## config.mk

```make
export PLATFORM = sky130hd
export DESIGN_NAME = lpft_fifo
export DESIGN_NICKNAME = d
export VERILOG_FILES = /design/src/sv/lpft_pkg.sv /design/src/sv/lpft_fifo.sv
export SDC_FILE = /design/constraint.sdc
export NUM_CORES = 1
export LEC_CHECK = 0
export BUFFER_PORTS_ARGS = -buffer_cell sky130_fd_sc_hd__buf_2
export CORE_UTILIZATION = 55
export CTS_BUF_LIST = sky130_fd_sc_hd__clkbuf_2
export CTS_CLUSTER_DIAMETER = 150
export DETAILED_ROUTE_END_ITERATION = 6
export HOLD_SLACK_MARGIN = 0.12
export PLACE_DENSITY = 0.77
export SLEW_MARGIN = 5
export SYNTH_ARGS = -nofsm -noshare
export SYNTH_HDL_FRONTEND = slang
export SYNTH_SLANG_ARGS = --single-unit
```

## constraint.sdc

```tcl
create_clock -name clk -period 4.4 [get_ports clk]
set_input_delay 0.66 -clock clk [delete_from_list [all_inputs] [get_ports clk]]
set_output_delay 0.66 -clock clk [all_outputs]
set_load 0.02 [all_outputs]
```

## src/sv/lpft_pkg.sv

```systemverilog
// ----------------------------------------------------------------------------
// lpft_pkg
// Shared widths, register indexes, reset values and payload types of the
// lidar point filter and rigid transform.
// ----------------------------------------------------------------------------
`default_nettype none

package lpft_pkg;

  localparam int COORD_WIDTH    = 20;
  localparam int COEF_FRAC_BITS = 14;

  localparam int COEF_W     = 16;
  localparam int OFF_W      = 16;
  localparam int OUT_W      = 21;
  localparam int BYTE_W     = 8;
  localparam int ROW_W      = 64;
  localparam int RANGE_W    = 40;
  localparam int CROP_W     = 32;
  localparam int CROP_HALF  = 16;
  localparam int CTL_W      = 18;
  localparam int NUM_AXES   = 3;
  localparam int CFG_IDX_W  = 4;
  localparam int CFG_DATA_W = 64;

  localparam int PROD_W = COEF_W + COORD_WIDTH;
  localparam int SUM_W  = PROD_W + 2;
  localparam int SH_W   = SUM_W - COEF_FRAC_BITS;
  localparam int T_PRE  = (SH_W > OFF_W) ? SH_W : OFF_W;
  localparam int T_W    = ((T_PRE > OUT_W) ? T_PRE : OUT_W) + 1;
  localparam int SQ_W   = 2 * COORD_WIDTH;
  localparam int RS_W   = SQ_W + 2;
  localparam int CMP_W  = (RS_W > RANGE_W) ? RS_W : RANGE_W;

  localparam int Q_DEPTH = 4;
  localparam int Q_AW    = $clog2(Q_DEPTH);
  localparam int Q_CNT_W = Q_AW + 1;

  // control register fields
  localparam int CTL_LINE_LSB  = 0;
  localparam int CTL_DECIM_LSB = 8;
  localparam int CTL_TAG_EN    = 16;
  localparam int CTL_CROP_EN   = 17;

  // register indexes
  localparam logic [CFG_IDX_W-1:0] REG_ROW_X   = CFG_IDX_W'(0);
  localparam logic [CFG_IDX_W-1:0] REG_ROW_Y   = CFG_IDX_W'(1);
  localparam logic [CFG_IDX_W-1:0] REG_ROW_Z   = CFG_IDX_W'(2);
  localparam logic [CFG_IDX_W-1:0] REG_MIN_R2  = CFG_IDX_W'(3);
  localparam logic [CFG_IDX_W-1:0] REG_MAX_R2  = CFG_IDX_W'(4);
  localparam logic [CFG_IDX_W-1:0] REG_CROP_X  = CFG_IDX_W'(5);
  localparam logic [CFG_IDX_W-1:0] REG_CROP_Y  = CFG_IDX_W'(6);
  localparam logic [CFG_IDX_W-1:0] REG_CONTROL = CFG_IDX_W'(7);

  // tag spatial class
  localparam logic [BYTE_W-1:0] TAG_CLASS_MASK = 8'h30;
  localparam logic [BYTE_W-1:0] TAG_CLASS_A    = 8'h00;
  localparam logic [BYTE_W-1:0] TAG_CLASS_B    = 8'h10;

  typedef struct packed {
    logic [NUM_AXES-1:0][ROW_W-1:0] row;
    logic [RANGE_W-1:0]             min_r2;
    logic [RANGE_W-1:0]             max_r2;
    logic [CROP_W-1:0]              crop_x;
    logic [CROP_W-1:0]              crop_y;
    logic [CTL_W-1:0]               control;
  } cfg_t;

  typedef struct packed {
    logic [COORD_WIDTH-1:0] x;
    logic [COORD_WIDTH-1:0] y;
    logic [COORD_WIDTH-1:0] z;
    logic [BYTE_W-1:0]      refl;
  } point_t;

  localparam cfg_t CFG_RESET = '{
    row:     '{64'h0000_0000_4000_0384, 64'h0000_4000_0000_0000,
               64'h4000_0000_0000_00C8},
    min_r2:  40'd250000,
    max_r2:  40'd10000000000,
    crop_x:  32'hFD12_02EE,
    crop_y:  32'hFE0C_01F4,
    control: 18'h1_0104
  };

endpackage

`default_nettype wire

```

## src/sv/lpft_fifo.sv

```systemverilog
// ----------------------------------------------------------------------------
// lpft_fifo
// Short point queue between the filter front and the transform back.
// ----------------------------------------------------------------------------
`default_nettype none

module lpft_fifo (
  input  wire logic             clk,
  input  wire logic             rst_n,
  input  wire logic             push,
  input  wire lpft_pkg::point_t wdata,
  output logic                  full,
  input  wire logic             pop,
  output logic                  empty,
  output lpft_pkg::point_t      rdata
);
  import lpft_pkg::*;

  point_t             mem_r [Q_DEPTH];
  logic [Q_AW-1:0]    wr_ptr_r;
  logic [Q_AW-1:0]    rd_ptr_r;
  logic [Q_CNT_W-1:0] cnt_r;

  assign full  = (cnt_r == Q_CNT_W'(Q_DEPTH));
  assign empty = (cnt_r == '0);
  assign rdata = mem_r[rd_ptr_r];

  always_ff @(posedge clk) begin
    if (!rst_n) begin
      wr_ptr_r <= '0;
      rd_ptr_r <= '0;
      cnt_r    <= '0;
    end else begin
      if (push) begin
        wr_ptr_r <= wr_ptr_r + 1'b1;
      end
      if (pop) begin
        rd_ptr_r <= rd_ptr_r + 1'b1;
      end
      unique case ({push, pop})
        2'b10:   cnt_r <= cnt_r + 1'b1;
        2'b01:   cnt_r <= cnt_r - 1'b1;
        default: cnt_r <= cnt_r;
      endcase
    end
  end

  always_ff @(posedge clk) begin
    if (push) begin
      mem_r[wr_ptr_r] <= wdata;
    end
  end

endmodule

`default_nettype wire

```

==> Word level (Yosys, flattened, before mapping) <==
Memories as Yosys holds them, arrays and structs flattened. A register that Yosys moved wholly into a read port is not among the register bits.
Index checks and enable logic that the tools add are counted.
{ "classes": {"add_sub_neg": 4, "n_eq_ne": 3, "mux": 5, "n_reduce_logical": 2} }
{ "op_table": {"columns": ["op", "count"], "rows": [
  ["3-bit case mux with 2 select lines", 1],
  ["2-bit by 1-bit adder with 2-bit output (second input constant)", 2],
  ["2-bit two-way mux", 2],
  ["3-bit by 1-bit adder with 3-bit output (second input constant)", 1],
  ["3-bit == test (second input constant)", 1],
  ["3-bit zero test", 1],
  ["3-bit by 1-bit subtractor with 3-bit output (second input constant)", 1],
  ["2-bit by 1-bit == test with 1-bit output (second input constant)", 1],
  ["2-bit == test (second input constant)", 1],
  ["1-bit two-way mux", 2],
  ["2-bit nonzero test", 1]
]} }
{ "totals": {"ff_bits": 7, "ramBits": 272, "inputBits": 72, "output_inout_bits": 70, "memories": 1} }
{ "memory_table": {"columns": ["memory", "depth", "width", "rd", "rd_clocked_by_memory_dff", "write_ports", "line_no", "text"], "rows": [
  ["mem_r", 4, 68, 1, 1, 1, "lpft_fifo.sv:19", "point_t mem_r [Q_DEPTH];"]
]} }

==> Longest topological paths before layout <==
{ "depth": {"ltp_word": 3, "depth_mapped": 7, "ltp_nobuf": 7} }

==> Least setup slack after synthesis <==
Ideal clock, no wire load.
{ "synth_path": {"kind": "input to register", "from": "input port push", "to": "memory mem_r[0][0] (netlist name) (enable)", "t_arrival_ps": 2256, "required_time_ps": 3967, "setup_slack_ps": 1711, "stages": 1, "path_cell_list": "and2_1"} }
{ "synth_via": {"elab_chain_cells": 2} }
{ "synth_lines": {"columns": ["element", "line_no", "text"], "rows": [
  ["start: declaration", "lpft_fifo.sv:10", "input wire logic push,"],
  ["1-bit two-way mux", "lpft_fifo.sv:49", "if (push) begin"],
  ["1-bit two-way mux (not written as such)", "lpft_fifo.sv:50", "mem_r[wr_ptr_r] <= wdata;"],
  ["end: declaration", "lpft_fifo.sv:19", null]
]} }
No other way between the ends.

==> reports/results.ini <==
[clock_tree]
cts_buffer_depth = 3
clk_pin_slew_worst_paths_ps = 100
htree_levels = 3
cts_root_buffer = clkbuf_2
cts_buffers = 68
clk_latency_ps = 770
post_cts_buffers = 0
clock_sinks = 281
tritoncts = done

[timing]
hold_violations = 0
slew_headroom = 0.2852
holdWs_ps = 276.6
totalNegativeSetupSlack_ps = 0
slew_viol_final = 0
post-route-period-util = 0.7904
final-setup-viol-count = 0
clock.fmax_mhz = 287.5
skew_ps = 59.09
worstMarginPinSlew_ps = 1072
fin_crit_ps = 3478
rsz0062_at_grt = false

[global_route]
grt_pass1_wl_um = 28840
track_usage = 0.1994
grt_max_degree = 69
overflow = 0
grt_antenna_before_repair = 0
first_global_vias = 5723

[yosys]
ys_warn_count = 0
synth.avg_cell_area_sq_um = 25.59
syn-num-nets = 480
yosysSeqAreaShare = 0.8116
ys_types = 22
synth_cells = 402
syn_area_sq_um = 10290
synth-seq-cells = 281

[pwr]
total_power_w = 0.005399
power_density_nw_per_um2 = 432.7
vdd_drop_max_uv = 257.0
leakage_nw = 4.409

[placement]
io_buffer_count = 141
placed_cells = 758
dp_hpwl_um = 9661
gp_congestion = 0.6879

[drt]
drc = 14
drt-initial-drc-count = 211
routed_wl_um = 18330
drt_first_pass_iters = 7
vias_per_cell = 5.338
dr_total_vias = 5071
antenna_left = 0
routedWlPerCell_um = 19.30

[floorplanning]
initial_utilization = 0.5668
core_area_sq_um = 18150
rows = 49
dieArea_sq_um = 19250
die_x_um = 138.8
die_y_um = 138.8
num_io_pins = 142

[run_status]
status = finished with violations
violations = design-rule violations

[finish]
antenna_cells = 0
final_cell_count_no_fill = 950
fin_nets = 746
layout_commonest_cell = edfxtp_1
final_cell_mix = edfxtp_1, buf_2, clkbuf_2, dlygate4sd3_1, mux4_2
drive_gt1_frac = 0.4466
fill_cells = 1216
synthToLayoutAreaGrowth_pct = 21.31

[critical_path]
crit_arrival_ps = 2820
rrSetupSlack_ps = 2460
required_ps = 3740
criticalPathCategory = reg2out
cp_max_fo = 36
startpoint_type = flip-flop
crit_path_end_kind = output port

[worst_hold_path]
hold_class = in2reg

[job]
drv_cap = 0

==> through the flow <==
stage	setup WS (ps)	cell area [sq um]	utilization
5_1_grt	629.8	12480	0.6876
4_1_cts	706.8	12480	0.6876
3_5_place_dp	1598	11170	0.6158
2_1_floorplan	1711	10290	-
6_report	922.2	12480	0.6876
3_3_place_gp	1622	11170	0.6158
==> final timing paths <==
| path | endpoint | depth (start not counted) | from |
|---|---|---|---|
| worst min register to register | cnt_r[2] | 2 | cnt_r[2] |
| worst min-delay path | flip-flop | 3 | pop |
| worst max-delay path | rdata[58] | 3 | flip-flop |
| worst max register to register | mem_r[0][57] | 3 | wr_ptr_r[0] |
==> kinds of logic (layout without fill, tap and decap cells) <==
kind of cell,count (synthesis),in the layout,synth area share
DFF,281,281,0.8116
muxes,69,69,0.1499
AOI/OAI and AO/OA,3,3,0.001703
adders and majority gates,6,6,0.008028
and+or+nand+nor,16,16,0.009124
buffers and inverters,22,341,0.01545
xor gates and xnor gates,5,5,0.004258
==> synth_stat cells (all sizes together) <==
master / n / share of area
nor3: 1 / 0.00049
nand2: 2 / 0.00073
mux2i: 1 / 0.00097
buf: 12 / 0.012
and3: 1 / 0.00061
o21ai: 2 / 0.00097
mux4: 68 / 0.15
nor2b: 1 / 0.00061
fa: 1 / 0.0019
ha: 5 / 0.0061
dfxtp: 9 / 0.018
xor2: 3 / 0.0026
edfxtp: 272 / 0.79
and2: 10 / 0.0061
inv: 6 / 0.0022
a21boi: 1 / 0.00073
xnor2: 2 / 0.0017
or3: 1 / 0.00061
clkbuf: 4 / 0.0015
==> worst max-delay path, cell delays in order, from the launching register on <==
cell     delay [ps]
dfxtp_4         860
buf_4           460
mux4_2          560
buf_2           180
==> flip-flops by register name, indices dropped and copies added (netlist names), named ones only <==
name,flops
rd_ptr_r,2
cnt_r,3
wr_ptr_r,2
mem_r,272
==> layer usage <==
| layer | vias to the layer above | global-route usage | part of all wire |
|---|---|---|---|
| li1 | 2284 | - | - |
| met1 | 2538 | 0.2412 | 0.40 |
| met3 | 38 | 0.06077 | 0.074 |
| met4 | 0 | 0.09532 | 0.020 |
| met5 | - | 0 | 0 |
| met2 | 211 | 0.3316 | 0.50 |
==> layout make-up <==
type                       instances  area, sq um  area share
clock inverter                    23        112.6    0.009024
multi-input combinational         99         1789      0.1434
timing repair buffer             212         1411      0.1131
inverter                           6        22.52    0.001805
sequential                       281         8356      0.6696
clock buffer                     100        500.5     0.04011
tap                              229        286.5     0.02296
==> timing repair <==
item,in CTS,in global routing
endpoints found under the hold margin,277,0
resized for setup,0,0
hold buffers,69,0
==> where the power goes <==
| group | internal, W | leakage (nW) | switching, W |
|---|---|---|---|
| clock network | 0.000667 | 0.475 | 0.000961 |
| logic | 0.000290 | 1.36 | 0.000340 |
| registers | 0.00307 | 2.57 | 0.0000717 |
Note: power is estimated with default switching activity, not from simulation.
