File: src/sv/lpft_pkg.sv
// ----------------------------------------------------------------------------
// lpft_pkg
// Shared widths, register indexes, reset values and payload types of the
// lidar point filter and rigid transform.
// ----------------------------------------------------------------------------
`default_nettype none

package lpft_pkg;

  localparam int COORD_WIDTH    = 20;
  localparam int COEF_FRAC_BITS = 14;

  localparam int COEF_W     = 16;
  localparam int OFF_W      = 16;
  localparam int OUT_W      = 21;
  localparam int BYTE_W     = 8;
  localparam int ROW_W      = 64;
  localparam int RANGE_W    = 40;
  localparam int CROP_W     = 32;
  localparam int CROP_HALF  = 16;
  localparam int CTL_W      = 18;
  localparam int NUM_AXES   = 3;
  localparam int CFG_IDX_W  = 4;
  localparam int CFG_DATA_W = 64;

  localparam int PROD_W = COEF_W + COORD_WIDTH;
  localparam int SUM_W  = PROD_W + 2;
  localparam int SH_W   = SUM_W - COEF_FRAC_BITS;
  localparam int T_PRE  = (SH_W > OFF_W) ? SH_W : OFF_W;
  localparam int T_W    = ((T_PRE > OUT_W) ? T_PRE : OUT_W) + 1;
  localparam int SQ_W   = 2 * COORD_WIDTH;
  localparam int RS_W   = SQ_W + 2;
  localparam int CMP_W  = (RS_W > RANGE_W) ? RS_W : RANGE_W;

  localparam int Q_DEPTH = 4;
  localparam int Q_AW    = $clog2(Q_DEPTH);
  localparam int Q_CNT_W = Q_AW + 1;

  // control register fields
  localparam int CTL_LINE_LSB  = 0;
  localparam int CTL_DECIM_LSB = 8;
  localparam int CTL_TAG_EN    = 16;
  localparam int CTL_CROP_EN   = 17;

  // register indexes
  localparam logic [CFG_IDX_W-1:0] REG_ROW_X   = CFG_IDX_W'(0);
  localparam logic [CFG_IDX_W-1:0] REG_ROW_Y   = CFG_IDX_W'(1);
  localparam logic [CFG_IDX_W-1:0] REG_ROW_Z   = CFG_IDX_W'(2);
  localparam logic [CFG_IDX_W-1:0] REG_MIN_R2  = CFG_IDX_W'(3);
  localparam logic [CFG_IDX_W-1:0] REG_MAX_R2  = CFG_IDX_W'(4);
  localparam logic [CFG_IDX_W-1:0] REG_CROP_X  = CFG_IDX_W'(5);
  localparam logic [CFG_IDX_W-1:0] REG_CROP_Y  = CFG_IDX_W'(6);
  localparam logic [CFG_IDX_W-1:0] REG_CONTROL = CFG_IDX_W'(7);

  // tag spatial class
  localparam logic [BYTE_W-1:0] TAG_CLASS_MASK = 8'h30;
  localparam logic [BYTE_W-1:0] TAG_CLASS_A    = 8'h00;
  localparam logic [BYTE_W-1:0] TAG_CLASS_B    = 8'h10;

  typedef struct packed {
    logic [NUM_AXES-1:0][ROW_W-1:0] row;
    logic [RANGE_W-1:0]             min_r2;
    logic [RANGE_W-1:0]             max_r2;
    logic [CROP_W-1:0]              crop_x;
    logic [CROP_W-1:0]              crop_y;
    logic [CTL_W-1:0]               control;
  } cfg_t;

  typedef struct packed {
    logic [COORD_WIDTH-1:0] x;
    logic [COORD_WIDTH-1:0] y;
    logic [COORD_WIDTH-1:0] z;
    logic [BYTE_W-1:0]      refl;
  } point_t;

  localparam cfg_t CFG_RESET = '{
    row:     '{64'h0000_0000_4000_0384, 64'h0000_4000_0000_0000,
               64'h4000_0000_0000_00C8},
    min_r2:  40'd250000,
    max_r2:  40'd10000000000,
    crop_x:  32'hFD12_02EE,
    crop_y:  32'hFE0C_01F4,
    control: 18'h1_0104
  };

endpackage

`default_nettype wire

File: src/sv/lpft_ifs.sv
// ----------------------------------------------------------------------------
// lpft_ifs
// Valid/ready channels of the point filter: input points, result points and
// register writes.
// ----------------------------------------------------------------------------
`default_nettype none

interface lpft_in_if;
  import lpft_pkg::*;
  logic                   valid;
  logic                   ready;
  logic                   frame_start;
  logic [COORD_WIDTH-1:0] x_mm;
  logic [COORD_WIDTH-1:0] y_mm;
  logic [COORD_WIDTH-1:0] z_mm;
  logic [BYTE_W-1:0]      reflectivity;
  logic [BYTE_W-1:0]      tag;
  logic [BYTE_W-1:0]      line;
  modport source (output valid, frame_start, x_mm, y_mm, z_mm, reflectivity, tag, line,
                  input ready);
  modport sink (input valid, frame_start, x_mm, y_mm, z_mm, reflectivity, tag, line,
                output ready);
endinterface


`default_nettype wire

File: src/sv/lpft_front.sv
// ----------------------------------------------------------------------------
// lpft_front
// Accepts points, runs decimation, line and tag checks, squares the range
// over two stages and pushes kept points into the queue.
// ----------------------------------------------------------------------------
`default_nettype none

module lpft_front (
  input  wire logic           clk,
  input  wire logic           rst_n,
  lpft_in_if.sink             in_ch,
  input  wire lpft_pkg::cfg_t cfg,
  input  wire logic           q_full,
  output logic                q_push,
  output lpft_pkg::point_t    q_data
);
  import lpft_pkg::*;

  logic [BYTE_W-1:0]                       dcnt_r;
  logic [BYTE_W-1:0]                       dcnt_nxt;
  logic [BYTE_W-1:0]                       dcnt_cur;
  logic [BYTE_W:0]                         dcnt_inc;
  logic [BYTE_W-1:0]                       decim;
  logic [BYTE_W-1:0]                       line_lim;
  logic [BYTE_W-1:0]                       tag_cls;
  logic                                    pre_keep;
  logic                                    accept;
  logic                                    adv;
  logic                                    keep_all;
  point_t                                  in_pt;
  logic [NUM_AXES-1:0][COORD_WIDTH-1:0]    crd;
  logic [NUM_AXES-1:0][COORD_WIDTH-1:0]    abs_in;
  logic [NUM_AXES-1:0][SQ_W-1:0]           sq;
  logic [RS_W-1:0]                         r2;

  logic                                    f1_v_r;
  logic                                    f1_keep_r;
  point_t                                  f1_pt_r;
  logic [NUM_AXES-1:0][COORD_WIDTH-1:0]    f1_abs_r;
  logic                                    f2_v_r;
  logic                                    f2_keep_r;
  point_t                                  f2_pt_r;
  logic [NUM_AXES-1:0][SQ_W-1:0]           f2_sq_r;

  always_comb begin
    in_pt.x    = in_ch.x_mm;
    in_pt.y    = in_ch.y_mm;
    in_pt.z    = in_ch.z_mm;
    in_pt.refl = in_ch.reflectivity;
    crd[0]     = in_ch.x_mm;
    crd[1]     = in_ch.y_mm;
    crd[2]     = in_ch.z_mm;
    for (int i = 0; i < NUM_AXES; i++) begin
      abs_in[i] = crd[i][COORD_WIDTH-1] ? (~crd[i] + 1'b1) : crd[i];
    end

    decim    = cfg.control[CTL_DECIM_LSB +: BYTE_W];
    if (decim == '0) begin
      decim = BYTE_W'(1);
    end
    dcnt_cur = in_ch.frame_start ? '0 : dcnt_r;
    dcnt_inc = {1'b0, dcnt_cur} + 1'b1;
    dcnt_nxt = (dcnt_inc >= {1'b0, decim}) ? '0 : dcnt_inc[BYTE_W-1:0];

    line_lim = cfg.control[CTL_LINE_LSB +: BYTE_W];
    tag_cls  = in_ch.tag & TAG_CLASS_MASK;
    pre_keep = (dcnt_cur == '0)
            && !((line_lim != '0) && (in_ch.line >= line_lim))
            && (!cfg.control[CTL_TAG_EN] || (tag_cls == TAG_CLASS_A)
                || (tag_cls == TAG_CLASS_B));

    for (int i = 0; i < NUM_AXES; i++) begin
      sq[i] = SQ_W'(f1_abs_r[i]) * SQ_W'(f1_abs_r[i]);
    end

    r2       = RS_W'(f2_sq_r[0]) + RS_W'(f2_sq_r[1]) + RS_W'(f2_sq_r[2]);
    keep_all = f2_keep_r
            && (CMP_W'(r2) >= CMP_W'(cfg.min_r2))
            && (CMP_W'(r2) <= CMP_W'(cfg.max_r2));

    // hold the pipe only when a kept point meets a full queue
    adv    = !(f2_v_r && keep_all && q_full);
    accept = in_ch.valid && adv;
    q_push = f2_v_r && keep_all && !q_full;
    q_data = f2_pt_r;
  end

  assign in_ch.ready = adv;

  always_ff @(posedge clk) begin
    if (!rst_n) begin
      dcnt_r <= '0;
      f1_v_r <= 1'b0;
      f2_v_r <= 1'b0;
    end else if (adv) begin
      f1_v_r <= accept;
      f2_v_r <= f1_v_r;
      if (accept) begin
        dcnt_r <= dcnt_nxt;
      end
    end
  end

  always_ff @(posedge clk) begin
    if (adv) begin
      f1_keep_r <= pre_keep;
      f1_pt_r   <= in_pt;
      f1_abs_r  <= abs_in;
      f2_keep_r <= f1_keep_r;
      f2_pt_r   <= f1_pt_r;
      f2_sq_r   <= sq;
    end
  end

endmodule

`default_nettype wire

File: src/flat_wrapper.sv
// flat-port wrapper written by rule: the top's interface ports become plain ports
module lpft_front_flat import lpft_pkg::*;
  (clk, rst_n, cfg, q_full, q_push, q_data, in_ch_valid, in_ch_frame_start, in_ch_x_mm, in_ch_y_mm, in_ch_z_mm, in_ch_reflectivity, in_ch_tag, in_ch_line, in_ch_ready);
  lpft_in_if in_ch_i ();
  input  wire logic clk;
  input  wire logic rst_n;
  input  wire lpft_pkg::cfg_t cfg;
  input  wire logic q_full;
  output logic q_push;
  output lpft_pkg::point_t q_data;
  input wire logic [$bits(in_ch_i.valid)-1:0] in_ch_valid;
  input wire logic [$bits(in_ch_i.frame_start)-1:0] in_ch_frame_start;
  input wire logic [$bits(in_ch_i.x_mm)-1:0] in_ch_x_mm;
  input wire logic [$bits(in_ch_i.y_mm)-1:0] in_ch_y_mm;
  input wire logic [$bits(in_ch_i.z_mm)-1:0] in_ch_z_mm;
  input wire logic [$bits(in_ch_i.reflectivity)-1:0] in_ch_reflectivity;
  input wire logic [$bits(in_ch_i.tag)-1:0] in_ch_tag;
  input wire logic [$bits(in_ch_i.line)-1:0] in_ch_line;
  output wire logic [$bits(in_ch_i.ready)-1:0] in_ch_ready;
  assign in_ch_i.valid = in_ch_valid;
  assign in_ch_i.frame_start = in_ch_frame_start;
  assign in_ch_i.x_mm = in_ch_x_mm;
  assign in_ch_i.y_mm = in_ch_y_mm;
  assign in_ch_i.z_mm = in_ch_z_mm;
  assign in_ch_i.reflectivity = in_ch_reflectivity;
  assign in_ch_i.tag = in_ch_tag;
  assign in_ch_i.line = in_ch_line;
  assign in_ch_ready = in_ch_i.ready;
  lpft_front u_core (.clk(clk), .rst_n(rst_n), .in_ch(in_ch_i), .cfg(cfg), .q_full(q_full), .q_push(q_push), .q_data(q_data));
endmodule
File: config.mk
export PLATFORM = sky130hd
export DESIGN_NAME = lpft_front_flat
export DESIGN_NICKNAME = d
export VERILOG_FILES = /design/src/sv/lpft_pkg.sv /design/src/sv/lpft_ifs.sv /design/src/sv/lpft_front.sv /design/src/flat_wrapper.sv
export SDC_FILE = /design/constraint.sdc
export NUM_CORES = 2
export LEC_CHECK = 0
export ABC_AREA = 1
export ABC_CLOCK_PERIOD_IN_PS = 13300
export BUFFER_PORTS_ARGS = -buffer_cell sky130_fd_sc_hd__buf_2
export CAP_MARGIN = 0
export CORE_MARGIN = 8
export CORE_UTILIZATION = 35
export CTS_CLUSTER_SIZE = 25
export DETAILED_ROUTE_END_ITERATION = 8
export PLACE_DENSITY = 0.62
export SLEW_MARGIN = 20
export SYNTH_ARGS = -nofsm -noshare
export SYNTH_HDL_FRONTEND = slang
export SYNTH_SLANG_ARGS = --single-unit
export TNS_END_PERCENT = 1
File: constraint.sdc
create_clock -name clk -period 13.3 [get_ports clk]
set_input_delay 1.995 -clock clk [delete_from_list [all_inputs] [get_ports clk]]
set_output_delay 1.995 -clock clk [all_outputs]
set_load 0.03 [all_outputs]
-- Yosys cells after proc, flatten, opt, wreduce, memory -nomap -nowiden
Cells that the tools add are included.
- input bits: 443
- bits in registers: 328
- output and inout bits: 70
- order comparisons: 4
- $add $sub $neg: 6
- equal/unequal tests: 1
- multipliers: 3
- muxes and demuxes: 6
- reductions and logical operators: 20
- bitwise operators: 4
- operator list (cell ; count):
    multiplier 20 x 20 -> 40 bit ; 3
    adder 20 x 1 -> 20 bit (second input constant) ; 3
    inverter 20 bit ; 3
    two-way mux 19 bit ; 3
    adder 42 x 40 -> 42 bit ; 1
    greater-or-equal comparator 42 x 40 -> 1 bit ; 1
    <= comparator 42 x 40 -> 1 bit ; 1
    adder 40 x 40 -> 41 bit ; 1
    logical NOT 8 bit ; 3
    two-way mux 8 bit ; 3
    adder 8 x 1 -> 9 bit (second input constant) ; 1
    greater-or-equal comparator 9 x 8 -> 1 bit ; 1
    logical AND 1 bit ; 9
    greater-or-equal comparator 8 bit ; 1
    nonzero test 8 bit ; 1
    logical NOT 1 bit ; 4
    equality test 2 x 1 -> 1 bit (second input constant) ; 1
    logical OR 1 bit ; 2
    AND reduction 2 bit ; 1
    inverter 1 bit ; 1

-- Logic depth before layout (Yosys ltp)
- depth after elaboration: 10
- mapped depth: 40
- mapped depth without buffers: 40

-- Worst setup path before layout
No wires, ideal clock.
- path type: register to register
- start point: register u_core.f2_sq_r[4] in the netlist's numbering
- end point: register u_core.f1_abs_r[0] in the netlist's numbering (enable)
- slack: -1.018 ns
- arrival: 11.236 ns
- required time: 10.218 ns
- stages on the path, launching flop included: 33
- cells stage by stage: edfxtp_1 -> ha_1 -> a21oi_1 -> nand2_1 -> a21oi_2 -> o21ai_2 -> a21boi_1 -> o21ai_0 -> xor2_1 -> ha_1 -> nand2_1 -> inv_1 -> a21oi_1 -> nor2_1 -> nor3_1 -> nand2_1 -> a21oi_1 -> o21bai_1 -> xor2_1 -> ha_1 -> nand2_1 -> nor2_1 -> nand4_1 -> inv_1 -> nand2_1 -> nor2_1 -> nand2_1 -> nand3_1 -> nand2_1 -> nand2_1 -> a21boi_0 -> nor2_4 -> nand3_1
- word-level cells in the longest chain between the ends: 7
- ends and longest elaborated chain (item ; line ; source):
    start, declared ; lpft_front.sv:43 ; logic [NUM_AXES-1:0][SQ_W-1:0] f2_sq_r;
    start signal, assigned ; lpft_front.sv:111 ; f2_sq_r <= sq;
    adder 40 x 40 -> 41 bit (*) ; lpft_front.sv:76 ; r2 = RS_W'(f2_sq_r[0]) + RS_W'(f2_sq_r[1]) + RS_W'(f2_sq_r[2]);
    adder 42 x 40 -> 42 bit (*) ; lpft_front.sv:76 ;
    greater-or-equal comparator 42 x 40 -> 1 bit ; lpft_front.sv:78 ; && (CMP_W'(r2) >= CMP_W'(cfg.min_r2))
    logical AND 1 bit ; lpft_front.sv:78 ;
    logical AND 1 bit (*) ; lpft_front.sv:79 ; && (CMP_W'(r2) <= CMP_W'(cfg.max_r2));
    logical AND 1 bit (*) (2 in series) ; lpft_front.sv:82 ; adv = !(f2_v_r && keep_all && q_full);
    end signal, assigned ; lpft_front.sv:108 ; f1_abs_r <= abs_in;
    end, declared ; lpft_front.sv:39 ; logic [NUM_AXES-1:0][COORD_WIDTH-1:0] f1_abs_r;
Mark *: on every way between the ends. The rest lies on a longest branch, timed or not.
A chain may end at the register's enable or synchronous reset.

-- Worst setup path after layout
- start point: register u_core.f2_sq_r[4] in the netlist's numbering
- end point: output port in_ch_ready
- word-level cells in the longest chain between the ends: 8
- ends and longest elaborated chain (item ; line ; source):
    adder 40 x 40 -> 41 bit (*) ; lpft_front.sv:76 ;
    adder 42 x 40 -> 42 bit (*) ; lpft_front.sv:76 ;
    greater-or-equal comparator 42 x 40 -> 1 bit ; lpft_front.sv:78 ;
    logical AND 1 bit ; lpft_front.sv:78 ;
    logical AND 1 bit (*) ; lpft_front.sv:79 ;
    logical AND 1 bit (*) (2 in series) ; lpft_front.sv:82 ;
    logical NOT 1 bit (*) ; lpft_front.sv:82 ;
    end, declared ; flat_wrapper.sv:19 ; output wire logic [$bits(in_ch_i.ready)-1:0] in_ch_ready;
Marked as above.

==> tab_implementation.tex <==
\begin{tabular}{lr}
\hline
Metric & Value \\
\hline
\multicolumn{2}{l}{\textbf{Yosys}} \\
Area share of the largest cell type after synthesis & 31.6\% \\
Yosys warning count & 0 \\
Post-synthesis sequential area ratio & 17.8\% \\
Cell area after technology mapping & 53200 um\^{}2 \\
Seq cells post-synth & 319 \\
Mapped Nets & 8035 \\
Post-synthesis average cell area & 8.69 um\^{}2 \\
Number of enable-type register cells in the synthesized netlist & 309 \\
Ys flop type & sky130\_fd\_sc\_hd\_\_edfxtp\_1 \\
Share of flip-flops with an asynchronous set or reset & 0\% \\
Cell types with the largest area share after synthesis & sky130\_fd\_sc\_hd\_\_fa\_1, sky130\_fd\_sc\_hd\_\_edfxtp\_1, sky130\_fd\_sc\_hd\_\_ha\_1, sky130\_fd\_sc\_hd\_\_inv\_1, sky130\_fd\_sc\_hd\_\_nand2\_1 \\
Library cells used by synthesis & 55 \\
Cell taking the most area after synthesis & sky130\_fd\_sc\_hd\_\_fa\_1 \\
Post-Syn Instances & 6128 \\
\multicolumn{2}{l}{\textbf{STA}} \\
Hold Fails Final Rpt & 0 \\
Accumulated negative setup slack & 0 ps \\
Hold\_ws & 403 ps \\
Final number of setup-violating endpoints & 0 \\
Max\_slew headroom & 25.5\% \\
Slew at the pin closest to its max-slew limit & 1120 ps \\
Final cycle utilization of the critical path & 65.0\% \\
Timing-limited maximum frequency & 0.116 GHz \\
Fin crit period & 8640 ps \\
RSZ-0062 raised after global routing & no \\
Max-slew violation count & 0 \\
Post-Route Skew & 93.3 ps \\
\multicolumn{2}{l}{\textbf{Route}} \\
Routed wire length per instance & 15.3 um \\
Antenna violation net count after detailed routing & 0 \\
Total routed wirelength & 128000 um \\
Iteration-0 DRC Markers & 1880 \\
\# DRC & 0 \\
Routed via count & 38.6k \\
Post-DR vias/cell & 4.61 \\
Pre-antenna DRT Iters & 5 \\
\multicolumn{2}{l}{\textbf{Critical path}} \\
Max incr delay on CP & 370 ps \\
Sort of element at the start of the critical path & register \\
Library cell contributing the largest single delay on the critical path & sky130\_fd\_sc\_hd\_\_edfxtp\_1 \\
Cell family contributing the most delay on the critical path & simple AND/OR/NAND/NOR gates \\
Element type at the critical path end & primary output \\
Worst path buffer plus inverter count & 3 \\
CP Class & register to primary output \\
Largest fanout on the critical path & 15 \\
Arrival time worst endpoint & 6650 ps \\
CP dominant cell by count & sky130\_fd\_sc\_hd\_\_nand2\_1 \\
Data required time of the critical path & 11310 ps \\
\multicolumn{2}{l}{\textbf{Clock network}} \\
Reg clk slew, reported paths & 70 ps \\
TritonCTS Buffers & 40 \\
Clock Root Buffer & sky130\_fd\_sc\_hd\_\_clkbuf\_16 \\
Number of clock sinks & 319 \\
Number of levels in the clock H-tree & 2 \\
Maximum clock insertion buffer count & 3 \\
Count of hold-fix buffers inserted at cts & 0 \\
Post\_cts resized & 0 \\
TritonCTS clock tree & built \\
Insertion delay to the later sink of the worst-skew pair & 660 ps \\
Number of setup buffers added after CTS & 0 \\
\multicolumn{2}{l}{\textbf{Finish}} \\
Net count reported at finish & 8212 \\
Final instance area & 58000 um\^{}2 \\
Fraction of final layout cells with drive strength greater than 1 & 5.79\% \\
Synth-to-layout area growth & 8.96\% \\
Non-filler cells in the finished layout & 8366 \\
\multicolumn{2}{l}{\textbf{Job}} \\
Maxcap violations & 0 \\
\multicolumn{2}{l}{\textbf{Global routing}} \\
Vias in the first global route & 42.0k \\
Number of antenna violations at the first check in global routing & 3 \\
Largest net degree at the start of global routing & 177 \\
Total Routing Usage GR & 15.9\% \\
Global-route wire length before repair & 213000 um \\
Global-route congestion overflow total & 0 \\
\multicolumn{2}{l}{\textbf{Min path}} \\
Classification of the worst-slack hold path & register to register \\
\multicolumn{2}{l}{\textbf{Place}} \\
Weighted congestion at the end of routability-driven global placement & 0.903 \\
Number of placed cells counting well taps & 8293 \\
Sum of net half-perimeters after detailed placement & 108000 um \\
IO Port Bufs & 248 \\
Placed Instance Area & 56700 um\^{}2 \\
\multicolumn{2}{l}{\textbf{Die}} \\
Die X & 406 um \\
Boundary Pins & 513 \\
DIE HEIGHT & 406 um \\
Core box area & 152000 um\^{}2 \\
Row count & 143 \\
Effective utilization at floorplan & 35.1\% \\
Area of the die & 165000 um\^{}2 \\
\multicolumn{2}{l}{\textbf{Status}} \\
Outcome & finished, final reports clean \\
\hline
\end{tabular}
[path summary, 6_finish.rpt]
kind / depth (start not counted) / from / end / slack [ps]
worst max register to register: 34 / u_core.f2_sq_r[4] / u_core.f1_abs_r[4] / 5270
worst min-delay path: 0 / u_core.f1_pt_r[21] / u_core.q_data[21] / 400
worst max-delay path: 33 / u_core.f2_sq_r[4] / in_ch_ready / 4660
worst min register to register: 0 / u_core.f1_pt_r[21] / u_core.q_data[21] / 400
[cell usage after synthesis (all sizes together) (11+ instances only)]
| master | n |
|---|---|
| nor4 | 17 |
| a31oi | 31 |
| ha | 624 |
| nand2 | 1133 |
| xnor2 | 91 |
| o211ai | 12 |
| o21ai | 138 |
| a21o | 23 |
| o21bai | 11 |
| o21a | 18 |
| edfxtp | 309 |
| inv | 1759 |
| fa | 840 |
| nor2 | 323 |
| a21boi | 13 |
| nand4 | 31 |
| a21oi | 259 |
| nor3 | 45 |
| clkbuf | 106 |
| xor2 | 182 |
| buf | 28 |
| nand3 | 76 |
[layout by cell type (no fill, tap or decap), types with 6 or more instances in the layout]
cell type and count:
sky130_fd_sc_hd__inv_1 1755, sky130_fd_sc_hd__nand2_1 1127, sky130_fd_sc_hd__fa_1 840, sky130_fd_sc_hd__ha_1 624, sky130_fd_sc_hd__nor2_1 318, sky130_fd_sc_hd__edfxtp_1 309
sky130_fd_sc_hd__a21oi_1 258, sky130_fd_sc_hd__buf_2 248, sky130_fd_sc_hd__xor2_1 182, sky130_fd_sc_hd__o21ai_0 118, sky130_fd_sc_hd__xnor2_1 91, sky130_fd_sc_hd__nand3_1 69
sky130_fd_sc_hd__nor3_1 44, sky130_fd_sc_hd__clkbuf_16 40, sky130_fd_sc_hd__a31oi_1 31, sky130_fd_sc_hd__nand4_1 31, sky130_fd_sc_hd__a21o_1 23, sky130_fd_sc_hd__buf_4 20
sky130_fd_sc_hd__o21a_1 18, sky130_fd_sc_hd__nor4_1 17, sky130_fd_sc_hd__o21ai_1 15, sky130_fd_sc_hd__o211ai_1 11, sky130_fd_sc_hd__o21bai_1 11, sky130_fd_sc_hd__clkinv_1 11
sky130_fd_sc_hd__a211oi_1 10, sky130_fd_sc_hd__dfxtp_1 10, sky130_fd_sc_hd__or2_2 9, sky130_fd_sc_hd__a21boi_0 8, sky130_fd_sc_hd__nand2_2 6, sky130_fd_sc_hd__o31ai_1 6
[cell families (layout without fill, tap and decap cells)]
kind of cell	Yosys count	in the layout	synth area share, %
buf+inv	1896	2102	13.4
simple gates	1639	1639	12.3
fa+ha+maj	1464	1464	46.3
compound gates	537	537	5.73
flops	319	319	17.8
xor+xnor	273	273	4.49
other cells	0	2	0
[worst register-to-register path: cells and delay by family (launching register included)]
kind	cells	cell delay, ps
AO/OA/AOI/OAI	9	1990
XOR/XNOR	2	660
adder cells (fa/ha/maj)	3	1030
buffers and inverters	4	1790
flip-flops	1	370
AND/OR/NAND/NOR	16	1820
[sequential cells by signal, summed over array words and instances, names as in the netlist]
register,count
u_core.dcnt_r,8
u_core.f1_abs_r,60
u_core.f1_keep_r,1
u_core.f1_pt_r,65
u_core.f1_v_r,1
u_core.f2_keep_r,1
u_core.f2_sq_r,117
u_core.f2_v_r,1
u_core.q_data,65
[area by class of cell]
| class | count | area, um^2 |
|---|---|---|
| antenna | 2 | 5.00 |
| clock buffer | 46 | 1030 |
| clock inverter | 25 | 300 |
| fill | 15300 | 93600 |
| inverter | 1762 | 6610 |
| multi-input combinational | 3913 | 36600 |
| sequential | 319 | 9480 |
| tap | 2030 | 2540 |
| timing repair buffer | 269 | 1410 |
[layer usage]
layer	routed length, um	global-route usage, %	vias up
li1	-	-	18800
met1	55200	20.0	18800
met2	63700	28.3	793
met3	5620	2.13	207
met4	3580	4.44	2
met5	13	0	-
[through the flow]
| step | util, % | worst slack, ps |
|---|---|---|
| 4_1_cts | 38.3 | 4570 |
| 3_3_place_gp | 37.4 | 5360 |
| 3_5_place_dp | 37.4 | 5230 |
| 6_report | 38.3 | 4660 |
| 5_1_grt | 38.3 | 4030 |
| 2_1_floorplan | - | 3040 |
Power is not shown: default switching activity piles up to over one toggle a cycle in this logic, so the estimate is an artifact.
